`config.mk`:
```
export PLATFORM = sky130hd
export DESIGN_NAME = rle_video_frame_decoder_flat
export DESIGN_NICKNAME = d
export VERILOG_FILES = /design/src/sv/rvfd_pkg.sv /design/src/sv/rvfd_in_if.sv /design/src/sv/rvfd_out_if.sv /design/src/sv/rle_video_frame_decoder.sv /design/src/flat_wrapper.sv
export VERILOG_INCLUDE_DIRS = /design/src /design/src/sv
export SDC_FILE = /design/constraint.sdc
export NUM_CORES = 2
export LEC_CHECK = 0
export BUFFER_PORTS_ARGS = -buffer_cell sky130_fd_sc_hd__buf_2
export CAP_MARGIN = 20
export CORE_UTILIZATION = 55
export DETAILED_ROUTE_END_ITERATION = 16
export PLACE_DENSITY = 0.86
export SLEW_MARGIN = 40
export SYNTH_ARGS = -nofsm -noshare
export SYNTH_HDL_FRONTEND = slang
export SYNTH_SLANG_ARGS = --single-unit
```
`constraint.sdc`:
```
create_clock -name clk -period 19.7 [get_ports clk]
set_clock_uncertainty 0.1 [all_clocks]
set_input_delay 0.985 -clock clk [delete_from_list [all_inputs] [get_ports clk]]
set_output_delay 0.985 -clock clk [all_outputs]
set_load 0.005 [all_outputs]
```
`src/sv/rle_video_frame_decoder_macros.svh`:
```
// Assertion macros for the run-length video frame decoder.
// Included by the RTL files that carry concurrent checks; no other dependencies.
`ifndef RLE_VIDEO_FRAME_DECODER_MACROS_SVH
`define RLE_VIDEO_FRAME_DECODER_MACROS_SVH
`ifndef SYNTHESIS
`define RVFD_ASSERT_SAME(label, clk, rst_n, ante, cons, msg) \
  label: assert property (@(posedge clk) disable iff (!rst_n) (ante) |-> (cons)) \
    else $error(msg);
`define RVFD_ASSERT_NEXT(label, clk, rst_n, ante, cons, msg) \
  label: assert property (@(posedge clk) disable iff (!rst_n) (ante) |=> (cons)) \
    else $error(msg);
`else
`define RVFD_ASSERT_SAME(label, clk, rst_n, ante, cons, msg)
`define RVFD_ASSERT_NEXT(label, clk, rst_n, ante, cons, msg)
`endif
`endif

```
`src/sv/rvfd_pkg.sv`:
```
// Shared types and constants of the run-length video frame decoder.
// No dependencies; used by the channel interfaces and the top level.
`timescale 1ns / 1ps
`default_nettype none
package rvfd_pkg;
  localparam int ADDR_BITS = 22;

  typedef logic [7:0]  byte_t;
  typedef logic [21:0] addr_t;
  typedef logic [11:0] count_t;
  typedef logic [2:0]  plen_t;
  typedef logic [15:0] dim_t;

  localparam int FRAME_WIDTH_RST = 640;

  // parse phases
  localparam logic [3:0] PH_IDLE  = 4'd0;
  localparam logic [3:0] PH_HDR   = 4'd1;
  localparam logic [3:0] PH_OP    = 4'd2;
  localparam logic [3:0] PH_LONG1 = 4'd3;
  localparam logic [3:0] PH_LONG2 = 4'd4;
  localparam logic [3:0] PH_LIT   = 4'd5;
  localparam logic [3:0] PH_PAT   = 4'd6;
  localparam logic [3:0] PH_B254  = 4'd7;
  localparam logic [3:0] PH_B255  = 4'd8;
  localparam logic [3:0] PH_MASK1 = 4'd9;
  localparam logic [3:0] PH_MASK2 = 4'd10;
  localparam logic [3:0] PH_PAL   = 4'd11;
  localparam logic [3:0] PH_COP   = 4'd12;
  localparam logic [3:0] PH_CLEN  = 4'd13;
  localparam logic [3:0] PH_NIB   = 4'd14;

  // pattern operand kinds
  localparam logic [1:0] KIND_RAW = 2'd0;
  localparam logic [1:0] KIND_LOW = 2'd1;
  localparam logic [1:0] KIND_NIB = 2'd2;

  // long opcodes
  localparam logic [3:0] LOP_LIT   = 4'd0;
  localparam logic [3:0] LOP_RUN1  = 4'd1;
  localparam logic [3:0] LOP_RUN2  = 4'd2;
  localparam logic [3:0] LOP_RUN4  = 4'd3;
  localparam logic [3:0] LOP_SKIP  = 4'd4;
  localparam logic [3:0] LOP_LINES = 4'd5;
  localparam logic [3:0] LOP_END   = 4'd15;

  // compact extended opcodes
  localparam logic [3:0] COP_NIB   = 4'd0;
  localparam logic [3:0] COP_LOW   = 4'd1;
  localparam logic [3:0] COP_RUN2  = 4'd2;
  localparam logic [3:0] COP_RUN4  = 4'd3;
  localparam logic [3:0] COP_SKIP  = 4'd4;
  localparam logic [3:0] COP_LINES = 4'd5;

  localparam logic [3:0] HDR_LAST = 4'd9;
endpackage
`default_nettype wire

```
`src/sv/rvfd_in_if.sv`:
```
// Input channel of the decoder: chunk bytes with a chunk start flag.
// Depends on rvfd_pkg.
`timescale 1ns / 1ps
`default_nettype none
interface rvfd_in_if;
  logic            valid;
  logic            ready;
  rvfd_pkg::byte_t data_byte;
  logic            chunk_start;
  modport source (output valid, output data_byte, output chunk_start, input ready);
  modport sink (input valid, input data_byte, input chunk_start, output ready);
endinterface
`default_nettype wire

```
`src/sv/rvfd_out_if.sv`:
```
// Result channel of the decoder: one run descriptor per transaction.
// Depends on rvfd_pkg.
`timescale 1ns / 1ps
`default_nettype none
interface rvfd_out_if;
  logic             valid;
  logic             ready;
  rvfd_pkg::addr_t  pixel_address;
  rvfd_pkg::count_t repeat_count;
  rvfd_pkg::plen_t  pattern_length;
  rvfd_pkg::byte_t  pixel_a;
  rvfd_pkg::byte_t  pixel_b;
  rvfd_pkg::byte_t  pixel_c;
  rvfd_pkg::byte_t  pixel_d;
  logic             frame_done;
  modport source (output valid, output pixel_address, output repeat_count,
                  output pattern_length, output pixel_a, output pixel_b,
                  output pixel_c, output pixel_d, output frame_done, input ready);
  modport sink (input valid, input pixel_address, input repeat_count,
                input pattern_length, input pixel_a, input pixel_b,
                input pixel_c, input pixel_d, input frame_done, output ready);
endinterface
`default_nettype wire

```
`src/sv/rle_video_frame_decoder.sv`:
```
// Run-length video frame decoder, top level.
// A byte's result is registered and offered in the cycle after its transaction.
// Throughput: one byte per cycle while the result channel is not stalled; the parse step
// sits between the state registers and the output register, the row address multiply before base_r.
// Reset (rst_n low, synchronous): parser idle, frame width 640, palette zero.
// Depends on rvfd_pkg, rvfd_in_if, rvfd_out_if and the assertion macro header.
`timescale 1ns / 1ps
`default_nettype none
`include "rle_video_frame_decoder_macros.svh"
module rle_video_frame_decoder (
  input  wire logic       clk,
  input  wire logic       rst_n,
  rvfd_in_if.sink         in_ch,
  rvfd_out_if.source      out_ch,
  input  wire logic       cfg_we,
  input  wire logic [15:0] cfg_wdata
);
  localparam int AB = rvfd_pkg::ADDR_BITS;

  logic [15:0] fw_r;
  logic [3:0]  hdr_r, hdr_nxt;
  logic [15:0] left_r, left_nxt, top_r, top_nxt, wid_r, wid_nxt, hgt_r, hgt_nxt;
  logic        ilace_r, ilace_nxt;
  logic [16:0] col_r, col_nxt;
  logic [17:0] row_r, row_nxt;
  logic [AB-1:0] base_r, base_nxt;
  logic [3:0]  phase_r, phase_nxt;
  logic [11:0] run_r, run_nxt;
  logic [7:0]  ops_r [4];
  logic [7:0]  ops_nxt [4];
  logic [15:0] mask_r, mask_nxt;
  logic [7:0]  cc_r [16];
  logic [7:0]  cc_nxt [16];
  logic [2:0]  need_r, need_nxt;
  logic [1:0]  have_r, have_nxt;
  logic [1:0]  kind_r, kind_nxt;
  logic [3:0]  sub_r, sub_nxt;

  logic        out_valid_r;
  rvfd_pkg::addr_t  addr_r;
  rvfd_pkg::count_t cnt_r;
  rvfd_pkg::plen_t  len_r;
  logic [7:0]  pix_r [4];
  logic        done_r;

  logic        in_ready, acc;
  logic        res_valid, res_write, res_done;
  rvfd_pkg::addr_t  res_addr;
  logic [7:0]  em_pix [4];
  logic [11:0] em_cnt;
  logic [2:0]  em_n;

  assign in_ready = !out_valid_r || out_ch.ready;
  assign acc = in_ch.valid && in_ready;
  assign in_ch.ready = in_ready;

  always_comb begin
    logic [7:0]  b;
    logic [3:0]  ph;
    logic [3:0]  hc;
    logic [3:0]  hi, lo, lop;
    logic [11:0] llen;
    logic        em;
    logic        col_zero, col_wid, fin_top, fin_cmp, row_start, row_end, base_req;
    logic [15:0] skip;
    logic [12:0] row_inc;
    logic        sp;
    logic [11:0] sp_cnt;
    logic [2:0]  sp_need;
    logic [1:0]  sp_kind;
    logic [16:0] col_base, col1;
    logic [13:0] span;
    logic [17:0] row1, area_end;
    logic [2:0]  have1;
    logic [15:0] mask_tmp;
    logic        found;
    logic [18:0] r0, r1;
    logic [AB-1:0] prod;

    b = in_ch.data_byte;
    ph = in_ch.chunk_start ? rvfd_pkg::PH_HDR : phase_r;
    hc = in_ch.chunk_start ? 4'd0 : hdr_r;
    hi = b[7:4];
    lo = b[3:0];
    lop = ops_r[0][7:4];
    llen = {ops_r[0][3:0], b};

    hdr_nxt = hdr_r; left_nxt = left_r; top_nxt = top_r; wid_nxt = wid_r;
    hgt_nxt = hgt_r; ilace_nxt = ilace_r; phase_nxt = ph; run_nxt = run_r;
    ops_nxt = ops_r; mask_nxt = mask_r; cc_nxt = cc_r; need_nxt = need_r;
    have_nxt = have_r; kind_nxt = kind_r; sub_nxt = sub_r;

    em = 1'b0; em_cnt = '0; em_n = '0;
    for (int i = 0; i < 4; i++) em_pix[i] = '0;
    col_zero = 1'b0; col_wid = 1'b0; fin_top = 1'b0; fin_cmp = 1'b0;
    row_start = 1'b0; row_end = 1'b0; base_req = 1'b0;
    skip = '0; row_inc = '0;
    sp = 1'b0; sp_cnt = '0; sp_need = '0; sp_kind = rvfd_pkg::KIND_RAW;
    res_done = 1'b0;
    have1 = {1'b0, have_r} + 3'd1;
    mask_tmp = mask_r;
    found = 1'b0;
    area_end = {2'b00, top_r} + {2'b00, hgt_r};

    unique case (ph)
      rvfd_pkg::PH_HDR: begin
        case (hc)
          4'd0: left_nxt[15:8] = b;
          4'd1: left_nxt[7:0] = b;
          4'd2: top_nxt[15:8] = b;
          4'd3: top_nxt[7:0] = b;
          4'd4: wid_nxt[15:8] = b;
          4'd5: wid_nxt[7:0] = b;
          4'd6: hgt_nxt[15:8] = b;
          4'd7: hgt_nxt[7:0] = b;
          4'd8: ilace_nxt = (lo != 4'd1);
          default: ;
        endcase
        if (hc == rvfd_pkg::HDR_LAST) begin
          hdr_nxt = '0;
          col_zero = 1'b1;
          row_start = 1'b1;
          base_req = 1'b1;
          if (hgt_r == '0) begin
            phase_nxt = rvfd_pkg::PH_IDLE;
            res_done = 1'b1;
          end else begin
            phase_nxt = rvfd_pkg::PH_OP;
          end
        end else begin
          hdr_nxt = hc + 4'd1;
        end
      end
      rvfd_pkg::PH_OP: begin
        if (b == 8'd0) begin
          phase_nxt = rvfd_pkg::PH_LONG1;
        end else if (b < 8'd128) begin
          run_nxt = {4'd0, b};
          phase_nxt = rvfd_pkg::PH_LIT;
        end else if (b < 8'd254) begin
          sp = 1'b1; sp_cnt = 12'(9'd256 - {1'b0, b}); sp_need = 3'd1;
        end else if (b == 8'd254) begin
          phase_nxt = rvfd_pkg::PH_B254;
        end else begin
          phase_nxt = rvfd_pkg::PH_B255;
        end
      end
      rvfd_pkg::PH_LONG1: begin
        ops_nxt[0] = b;
        phase_nxt = rvfd_pkg::PH_LONG2;
      end
      rvfd_pkg::PH_LONG2: begin
        ops_nxt[1] = b;
        case (lop)
          rvfd_pkg::LOP_LIT: begin
            if (llen == '0) begin
              fin_top = 1'b1;
            end else begin
              run_nxt = llen;
              phase_nxt = rvfd_pkg::PH_LIT;
            end
          end
          rvfd_pkg::LOP_RUN1: begin sp = 1'b1; sp_cnt = llen; sp_need = 3'd1; end
          rvfd_pkg::LOP_RUN2: begin sp = 1'b1; sp_cnt = llen; sp_need = 3'd2; end
          rvfd_pkg::LOP_RUN4: begin sp = 1'b1; sp_cnt = llen; sp_need = 3'd4; end
          rvfd_pkg::LOP_SKIP: begin skip = {4'd0, llen}; fin_top = 1'b1; end
          rvfd_pkg::LOP_LINES: begin
            col_zero = 1'b1;
            row_inc = {1'b0, llen} + 13'd1;
            base_req = 1'b1;
            fin_top = 1'b1;
          end
          rvfd_pkg::LOP_END: begin
            col_zero = 1'b1;
            row_end = 1'b1;
            fin_top = 1'b1;
          end
          default: begin
            // undefined long opcode: single pixel of value 255
            em = 1'b1; em_cnt = 12'd1; em_n = 3'd1; em_pix[0] = 8'hFF;
            fin_top = 1'b1;
          end
        endcase
      end
      rvfd_pkg::PH_LIT: begin
        em = 1'b1; em_cnt = 12'd1; em_n = 3'd1; em_pix[0] = b;
        run_nxt = run_r - 12'd1;
        if (run_nxt == '0) fin_top = 1'b1;
      end
      rvfd_pkg::PH_PAT: begin
        ops_nxt[have_r] = b;
        if (have1 >= need_r) begin
          em = 1'b1;
          em_cnt = run_r;
          case (kind_r)
            rvfd_pkg::KIND_RAW: begin
              for (int i = 0; i < 4; i++)
                em_pix[i] = (3'(i) < need_r) ? ops_nxt[i] : 8'd0;
              em_n = need_r;
              fin_top = 1'b1;
            end
            rvfd_pkg::KIND_LOW: begin
              em_pix[0] = cc_r[ops_nxt[0][3:0]];
              em_n = 3'd1;
              fin_cmp = 1'b1;
            end
            default: begin
              em_pix[0] = cc_r[ops_nxt[0][7:4]];
              em_pix[1] = cc_r[ops_nxt[0][3:0]];
              if (need_r == 3'd2) begin
                em_pix[2] = cc_r[ops_nxt[1][7:4]];
                em_pix[3] = cc_r[ops_nxt[1][3:0]];
              end
              em_n = {need_r[1:0], 1'b0};
              fin_cmp = 1'b1;
            end
          endcase
        end else begin
          have_nxt = have1[1:0];
        end
      end
      rvfd_pkg::PH_B254: begin
        if (b != 8'd0) begin
          skip = {8'd0, b};
          fin_top = 1'b1;
        end else begin
          phase_nxt = rvfd_pkg::PH_MASK1;
        end
      end
      rvfd_pkg::PH_B255: begin
        sp = 1'b1;
        if (b < 8'd128) begin
          sp_cnt = {4'd0, b}; sp_need = 3'd2;
        end else begin
          sp_cnt = 12'(9'd256 - {1'b0, b}); sp_need = 3'd4;
        end
      end
      rvfd_pkg::PH_MASK1: begin
        mask_nxt = {b, 8'd0};
        phase_nxt = rvfd_pkg::PH_MASK2;
      end
      rvfd_pkg::PH_MASK2: begin
        mask_nxt = {mask_r[15:8], b};
        if (mask_nxt != '0) phase_nxt = rvfd_pkg::PH_PAL;
        else fin_cmp = 1'b1;
      end
      rvfd_pkg::PH_PAL: begin
        // load the lowest pending palette entry
        for (int i = 0; i < 16; i++) begin
          if (!found && mask_r[i]) begin
            found = 1'b1;
            cc_nxt[i] = b;
            mask_tmp[i] = 1'b0;
          end
        end
        mask_nxt = mask_tmp;
        if (mask_tmp == '0) fin_cmp = 1'b1;
      end
      rvfd_pkg::PH_COP: begin
        if (hi == 4'd0) begin
          sub_nxt = lo;
          phase_nxt = rvfd_pkg::PH_CLEN;
        end else if (hi < 4'd8) begin
          em = 1'b1; em_cnt = 12'd1; em_n = 3'd1; em_pix[0] = cc_r[lo];
          run_nxt = {8'd0, hi - 4'd1};
          if (run_nxt == '0) fin_cmp = 1'b1;
          else phase_nxt = rvfd_pkg::PH_NIB;
        end else if (hi < 4'd14) begin
          em = 1'b1; em_cnt = 12'(5'd16 - {1'b0, hi}); em_n = 3'd1;
          em_pix[0] = cc_r[lo];
          fin_cmp = 1'b1;
        end else if (hi == 4'd14) begin
          skip = {12'd0, lo};
          fin_cmp = 1'b1;
        end else if (lo < 4'd8) begin
          sp = 1'b1; sp_cnt = {8'd0, lo}; sp_need = 3'd1; sp_kind = rvfd_pkg::KIND_NIB;
        end else begin
          sp = 1'b1; sp_cnt = 12'(5'd16 - {1'b0, lo}); sp_need = 3'd2;
          sp_kind = rvfd_pkg::KIND_NIB;
        end
      end
      rvfd_pkg::PH_CLEN: begin
        case (sub_r)
          rvfd_pkg::COP_NIB: begin
            if (b == 8'd0) begin
              fin_cmp = 1'b1;
            end else begin
              run_nxt = {4'd0, b};
              phase_nxt = rvfd_pkg::PH_NIB;
            end
          end
          rvfd_pkg::COP_LOW: begin
            sp = 1'b1; sp_cnt = {4'd0, b}; sp_need = 3'd1; sp_kind = rvfd_pkg::KIND_LOW;
          end
          rvfd_pkg::COP_RUN2: begin
            sp = 1'b1; sp_cnt = {4'd0, b}; sp_need = 3'd1; sp_kind = rvfd_pkg::KIND_NIB;
          end
          rvfd_pkg::COP_RUN4: begin
            sp = 1'b1; sp_cnt = {4'd0, b}; sp_need = 3'd2; sp_kind = rvfd_pkg::KIND_NIB;
          end
          rvfd_pkg::COP_SKIP: begin skip = {8'd0, b}; fin_cmp = 1'b1; end
          rvfd_pkg::COP_LINES: begin
            col_wid = 1'b1;
            row_inc = {5'd0, b};
            fin_cmp = 1'b1;
          end
          default: fin_cmp = 1'b1;
        endcase
      end
      rvfd_pkg::PH_NIB: begin
        em = 1'b1; em_cnt = 12'd1;
        em_pix[0] = cc_r[hi];
        em_pix[1] = (run_r >= 12'd2) ? cc_r[lo] : 8'd0;
        em_n = (run_r >= 12'd2) ? 3'd2 : 3'd1;
        run_nxt = run_r - {9'd0, em_n};
        if (run_nxt == '0) fin_cmp = 1'b1;
      end
      default: ;
    endcase

    if (sp) begin
      run_nxt = sp_cnt;
      need_nxt = sp_need;
      have_nxt = '0;
      kind_nxt = sp_kind;
      phase_nxt = rvfd_pkg::PH_PAT;
    end

    res_write = em && (em_cnt != '0);
    res_addr = rvfd_pkg::addr_t'(base_r + AB'(col_r));

    // advance column and row
    col_base = col_zero ? 17'd0 : (col_wid ? {1'b0, wid_r} : col_r);
    case (em_n)
      3'd4: span = {em_cnt, 2'b00};
      3'd2: span = {1'b0, em_cnt, 1'b0};
      default: span = {2'b00, em_cnt};
    endcase
    if (!res_write) span = '0;
    col1 = col_base + {3'd0, span} + {1'b0, skip};
    if (row_start) row1 = {2'b00, top_r};
    else if (row_end) row1 = area_end;
    else row1 = row_r + {5'd0, row_inc};

    if (fin_cmp) begin
      if (col1 >= {1'b0, wid_r}) fin_top = 1'b1;
      else phase_nxt = rvfd_pkg::PH_COP;
    end
    if (fin_top) begin
      if (col1 >= {1'b0, wid_r}) begin
        col1 = '0;
        row1 = row1 + 18'd1;
        base_req = 1'b1;
      end
      if (row1 >= area_end) begin
        phase_nxt = rvfd_pkg::PH_IDLE;
        res_done = 1'b1;
      end else begin
        phase_nxt = rvfd_pkg::PH_OP;
      end
    end
    col_nxt = col1;
    row_nxt = row1;

    // row start address, interlaced rows fold back after the first field
    r0 = {row1, 1'b0} - {3'd0, top_r};
    r1 = {1'b0, row1};
    if (ilace_r) begin
      r1 = r0;
      if (r0 >= {1'b0, area_end})
        r1 = r0 - {3'd0, hgt_r} + {18'd0, !hgt_r[0]};
    end
    prod = AB'(r1) * AB'(fw_r);
    base_nxt = base_req ? (AB'(left_r) + prod) : base_r;

    res_valid = res_write || res_done;
  end

  always_ff @(posedge clk) begin
    if (!rst_n) begin
      fw_r <= 16'(rvfd_pkg::FRAME_WIDTH_RST);
      hdr_r <= '0; left_r <= '0; top_r <= '0; wid_r <= '0; hgt_r <= '0;
      ilace_r <= 1'b0; col_r <= '0; row_r <= '0; base_r <= '0;
      phase_r <= rvfd_pkg::PH_IDLE; run_r <= '0; mask_r <= '0;
      for (int i = 0; i < 4; i++) ops_r[i] <= '0;
      for (int i = 0; i < 16; i++) cc_r[i] <= '0;
      need_r <= '0; have_r <= '0; kind_r <= rvfd_pkg::KIND_RAW; sub_r <= '0;
      out_valid_r <= 1'b0;
    end else begin
      if (cfg_we) fw_r <= cfg_wdata;
      if (acc) begin
        hdr_r <= hdr_nxt; left_r <= left_nxt; top_r <= top_nxt; wid_r <= wid_nxt;
        hgt_r <= hgt_nxt; ilace_r <= ilace_nxt; col_r <= col_nxt; row_r <= row_nxt;
        base_r <= base_nxt; phase_r <= phase_nxt; run_r <= run_nxt;
        mask_r <= mask_nxt; ops_r <= ops_nxt; cc_r <= cc_nxt;
        need_r <= need_nxt; have_r <= have_nxt; kind_r <= kind_nxt; sub_r <= sub_nxt;
        out_valid_r <= res_valid;
      end else if (out_ch.ready) begin
        out_valid_r <= 1'b0;
      end
    end
  end

  // result payload, held while the transaction stalls
  always_ff @(posedge clk) begin
    if (acc) begin
      addr_r <= res_write ? res_addr : '0;
      cnt_r  <= res_write ? em_cnt : '0;
      len_r  <= res_write ? em_n : '0;
      for (int i = 0; i < 4; i++) pix_r[i] <= res_write ? em_pix[i] : 8'd0;
      done_r <= res_done;
    end
  end

  assign out_ch.valid          = out_valid_r;
  assign out_ch.pixel_address  = addr_r;
  assign out_ch.repeat_count   = cnt_r;
  assign out_ch.pattern_length = len_r;
  assign out_ch.pixel_a        = pix_r[0];
  assign out_ch.pixel_b        = pix_r[1];
  assign out_ch.pixel_c        = pix_r[2];
  assign out_ch.pixel_d        = pix_r[3];
  assign out_ch.frame_done     = done_r;

  `RVFD_ASSERT_SAME(a_no_empty_result, clk, rst_n, out_valid_r, (len_r != '0) || done_r, "result without write or frame done")
  `RVFD_ASSERT_NEXT(a_idle_silent, clk, rst_n, acc && (phase_r == rvfd_pkg::PH_IDLE) && !in_ch.chunk_start, !out_valid_r, "idle byte produced a result")
  `RVFD_ASSERT_SAME(a_pat_count, clk, rst_n, phase_r == rvfd_pkg::PH_PAT, ({1'b0, have_r} < need_r), "pattern operand count overrun")
  `RVFD_ASSERT_SAME(a_done_idle, clk, rst_n, out_valid_r && done_r, phase_r == rvfd_pkg::PH_IDLE || phase_r == rvfd_pkg::PH_HDR, "frame done while still parsing")
endmodule
`default_nettype wire
```
`src/flat_wrapper.sv`:
```
// flat-port wrapper written by rule: the top's interface ports become plain ports
module rle_video_frame_decoder_flat 
  (clk, rst_n, cfg_we, cfg_wdata, in_ch_valid, in_ch_data_byte, in_ch_chunk_start, in_ch_ready, out_ch_valid, out_ch_pixel_address, out_ch_repeat_count, out_ch_pattern_length, out_ch_pixel_a, out_ch_pixel_b, out_ch_pixel_c, out_ch_pixel_d, out_ch_frame_done, out_ch_ready);
  rvfd_in_if in_ch_i ();
  rvfd_out_if out_ch_i ();
  input  wire logic clk;
  input  wire logic rst_n;
  input  wire logic cfg_we;
  input  wire logic [15:0] cfg_wdata;
  input wire logic [$bits(in_ch_i.valid)-1:0] in_ch_valid;
  input wire logic [$bits(in_ch_i.data_byte)-1:0] in_ch_data_byte;
  input wire logic [$bits(in_ch_i.chunk_start)-1:0] in_ch_chunk_start;
  output wire logic [$bits(in_ch_i.ready)-1:0] in_ch_ready;
  output wire logic [$bits(out_ch_i.valid)-1:0] out_ch_valid;
  output wire logic [$bits(out_ch_i.pixel_address)-1:0] out_ch_pixel_address;
  output wire logic [$bits(out_ch_i.repeat_count)-1:0] out_ch_repeat_count;
  output wire logic [$bits(out_ch_i.pattern_length)-1:0] out_ch_pattern_length;
  output wire logic [$bits(out_ch_i.pixel_a)-1:0] out_ch_pixel_a;
  output wire logic [$bits(out_ch_i.pixel_b)-1:0] out_ch_pixel_b;
  output wire logic [$bits(out_ch_i.pixel_c)-1:0] out_ch_pixel_c;
  output wire logic [$bits(out_ch_i.pixel_d)-1:0] out_ch_pixel_d;
  output wire logic [$bits(out_ch_i.frame_done)-1:0] out_ch_frame_done;
  input wire logic [$bits(out_ch_i.ready)-1:0] out_ch_ready;
  assign in_ch_i.valid = in_ch_valid;
  assign in_ch_i.data_byte = in_ch_data_byte;
  assign in_ch_i.chunk_start = in_ch_chunk_start;
  assign in_ch_ready = in_ch_i.ready;
  assign out_ch_valid = out_ch_i.valid;
  assign out_ch_pixel_address = out_ch_i.pixel_address;
  assign out_ch_repeat_count = out_ch_i.repeat_count;
  assign out_ch_pattern_length = out_ch_i.pattern_length;
  assign out_ch_pixel_a = out_ch_i.pixel_a;
  assign out_ch_pixel_b = out_ch_i.pixel_b;
  assign out_ch_pixel_c = out_ch_i.pixel_c;
  assign out_ch_pixel_d = out_ch_i.pixel_d;
  assign out_ch_frame_done = out_ch_i.frame_done;
  assign out_ch_i.ready = out_ch_ready;
  rle_video_frame_decoder u_core (.clk(clk), .rst_n(rst_n), .in_ch(in_ch_i), .out_ch(out_ch_i), .cfg_we(cfg_we), .cfg_wdata(cfg_wdata));
endmodule
```
==> impl_metrics.ini <==
[power]
vdd_drop_max_uv = 74.40
cellPowerDensity_nw_per_um2 = 49.50
netSwitchingFraction_pct = 30.06
clock_power_share_pct = 41.2
p_leak_uw = 0.01803
power_frac_comb_pct = 18.1
p_int_uw = 1530
seqPwrFrac_pct = 40.7
p_sw_uw = 657.8

[die]
die_w_um = 273.0
initial_utilization_pct = 55.47
dieHeight_um = 273.0
fp-row-count = 99
pin_count = 102
coreArea_um2 = 72830
die_area_um2 = 74550

[clocking]
h-tree-depth = 2
root_buffer = clkbuf_16
clock_sinks = 416
clkTransAtPathRegs_ns = 0.06
cts_tree = yes
clk_latency_ns = 0.66
ctsLongestPathBuffers = 3
numCtsBuffers = 49

[sta]
tns_ns = 0
slew_violations = 0
slew-limit-headroom_pct = 38.39
period_minus_slack_ns = 18.65
period_share_pct = 94.66
hold_viol = 0
hold_ws_ns = 0.3618
setup_viol = 0
worst_slew_pin_slew_ns = 0.9145
max_freq_ghz = 0.05362

[critical_path]
startpoint_type = flop
critPathSlowestCell = or4_4
end_kind = flop
path_max_fanout = 9
critPathKind = reg -> reg
cp_data_arrival_time_ns = 19.10
path_buf_inv = 13
crit_top_cell = fa_1
slowest_delay_ns = 0.58
worst_ep_required_time_ns = 20.15
cp_top_family = adder cells

[synth]
synth_nets = 5130
synth_edf_count = 70
ys.flop_type = dfxtp_1
yosysMostFrequentCell = nand2_1
synthArstFlopShare_pct = 0
synth.avg_cell_area_um2 = 8.676
synth.cell_area_um2 = 40400
yosysSeqAreaShare_pct = 22.35
synth_seq_cells = 416
synthTopCellsByCount = 584 x nand2_1, 410 x nor2_1, 407 x inv_1, 346 x dfxtp_1, 261 x clkbuf_1
netlist.top_cell.by_area = dfxtp_1
yosysWarningCount = 0
synth_top_cell_area_share_pct = 17.14
synth_area_leaders = dfxtp_1 17%, mux4_2 12%, fa_1 9.7%
synth_cells = 4657
synth_cell_types = 99

[layout]
drive_gt1_share_pct = 14.25
fin_util_pct = 60.69
syn_to_final_growth_pct = 9.411
fin_nets = 5142

[grt]
grt-ovfl-total = 0
grt_pass1_wl_um = 205700
grt_pass1_vias = 36490
antenna_found_initial = 2
grt_use_total_pct = 35.13
grt_max_degree = 93

[placed_design]
place_congestion = 1.031
port-buffer-count = 101
hpwl_um = 92660

[worst_hold_path]
hold_class = reg -> reg

[route]
initialDrtViolationCount = 5476
vias_per_cell = 6.623
drtAntennaViolNets = 0
firstDrtPassIters = 8
num_vias = 37540
drc = 0
wire_per_inst_um = 23.40
totalWireLength_um = 132600

[job]
maxCapViolations = 0

[outcome]
status = finished, final reports clean
## final cells by class
class,count,area (um^2)
clock inverter,25,245.2
inverter,410,1546
clock buffer,65,1336
multi-input combinational,3536,29120
tap,959,1200
sequential,416,9031
antenna,1,2.502
timing repair buffer,256,1719
fill,5897,28630
## tightest hold or removal path: cells and delay by family (launching register included)
family,cells,cell delay (ns)
AO/OA/AOI/OAI,1,0.05
AND/OR/NAND/NOR,1,0.06
flip-flops,1,0.31
## registers in the layout (all words and copies together), names as in the netlist, 17 cells and up
| name | cells |
|---|---|
| u_core.out_ch.pixel_address | 22 |
| u_core.pix_r | 32 |
| u_core.ops_r | 32 |
| u_core.col_r | 17 |
| u_core.row_r | 18 |
| u_core.cc_r | 128 |
| u_core.base_r | 22 |
## through the flow
step,power (uW),worst slack (ns),instance area [um^2],instances
2_1_floorplan,1173,0.1676,40400,4657
6_report,2188,1.052,44200,5668
3_3_place_gp,1275,0.1162,42240,5566
4_1_cts,2172,0.1556,43970,5661
3_5_place_dp,1284,-0.2084,42370,5571
5_1_grt,2257,-0.01963,44200,5667
## cell families after synthesis
logic type / Yosys count / synth area share [%]
muxes: 401 / 16.69
AOI/OAI and AO/OA: 907 / 14.48
DFF: 416 / 22.35
adders and majority gates: 444 / 17.39
and+or+nand+nor: 1620 / 18.74
buffers and inverters: 705 / 6.640
xor gates and xnor gates: 164 / 3.729
## layout by cell type, fill, tap and decap left out, types with 50 or more instances in the layout
master and n:
edfxtp_1 70, inv_1 405, buf_2 97, nand3_1 88
mux2i_1 151, a21boi_0 72, nor3_1 74, nor2_1 406
nor2b_1 97, a22oi_1 50, and2_1 145, ha_1 245
fa_1 196, dfxtp_1 344, a21oi_1 250, xnor2_1 103
xor2_1 51, mux4_2 216, nand2_1 583, o21ai_0 197
buf_4 153
## path summary, 6_finish.rpt
check                           depth (start not counted)  slack, ns                              to                           from
worst max-delay path                                   83       1.05  u_core.base_r[21]$_SDFFE_PN0P_  u_core.have_r[0]$_SDFFE_PN0P_
worst min-delay path                                    2       0.36   u_core.left_r[0]$_SDFFE_PN0P_  u_core.left_r[0]$_SDFFE_PN0P_
worst max register to register                         83       1.05  u_core.base_r[21]$_SDFFE_PN0P_  u_core.have_r[0]$_SDFFE_PN0P_
worst min register to register                          2       0.36   u_core.left_r[0]$_SDFFE_PN0P_  u_core.left_r[0]$_SDFFE_PN0P_
## power groups by stage
stage / logic, uW / registers [uW] / clock network [uW]
floorplan: 274 / 899 / 0
global placement: 367 / 908 / 0
detailed placement: 375 / 909 / 0
CTS: 377 / 890 / 904
global route: 427 / 892 / 938
finish: 395 / 891 / 902
## timing repair
| item | in CTS | in global routing |
|---|---|---|
| endpoints found under the setup margin | 1 | 9 |
| buffers inserted | 0 | 5 |
| hold buffers | 0 | 0 |
| pin swaps | 0 | 5 |
| hold endpoints to repair | 0 | 0 |
| resized for setup | 1 | 33 |
| gates cloned | 0 | 0 |
## layer usage
metal / global-route usage [%] / share of wire [%] / wire length, um / vias up
met2: 52.87 / 43 / 57160 / 2776
met1: 44.52 / 36 / 48120 / 17720
met4: 19.71 / 6.5 / 8580 / 6
li1: - / - / - / 16300
met5: 0 / 0.063 / 83 / -
met3: 11.29 / 14 / 18670 / 730
Power figures use the tool's default switching activity.
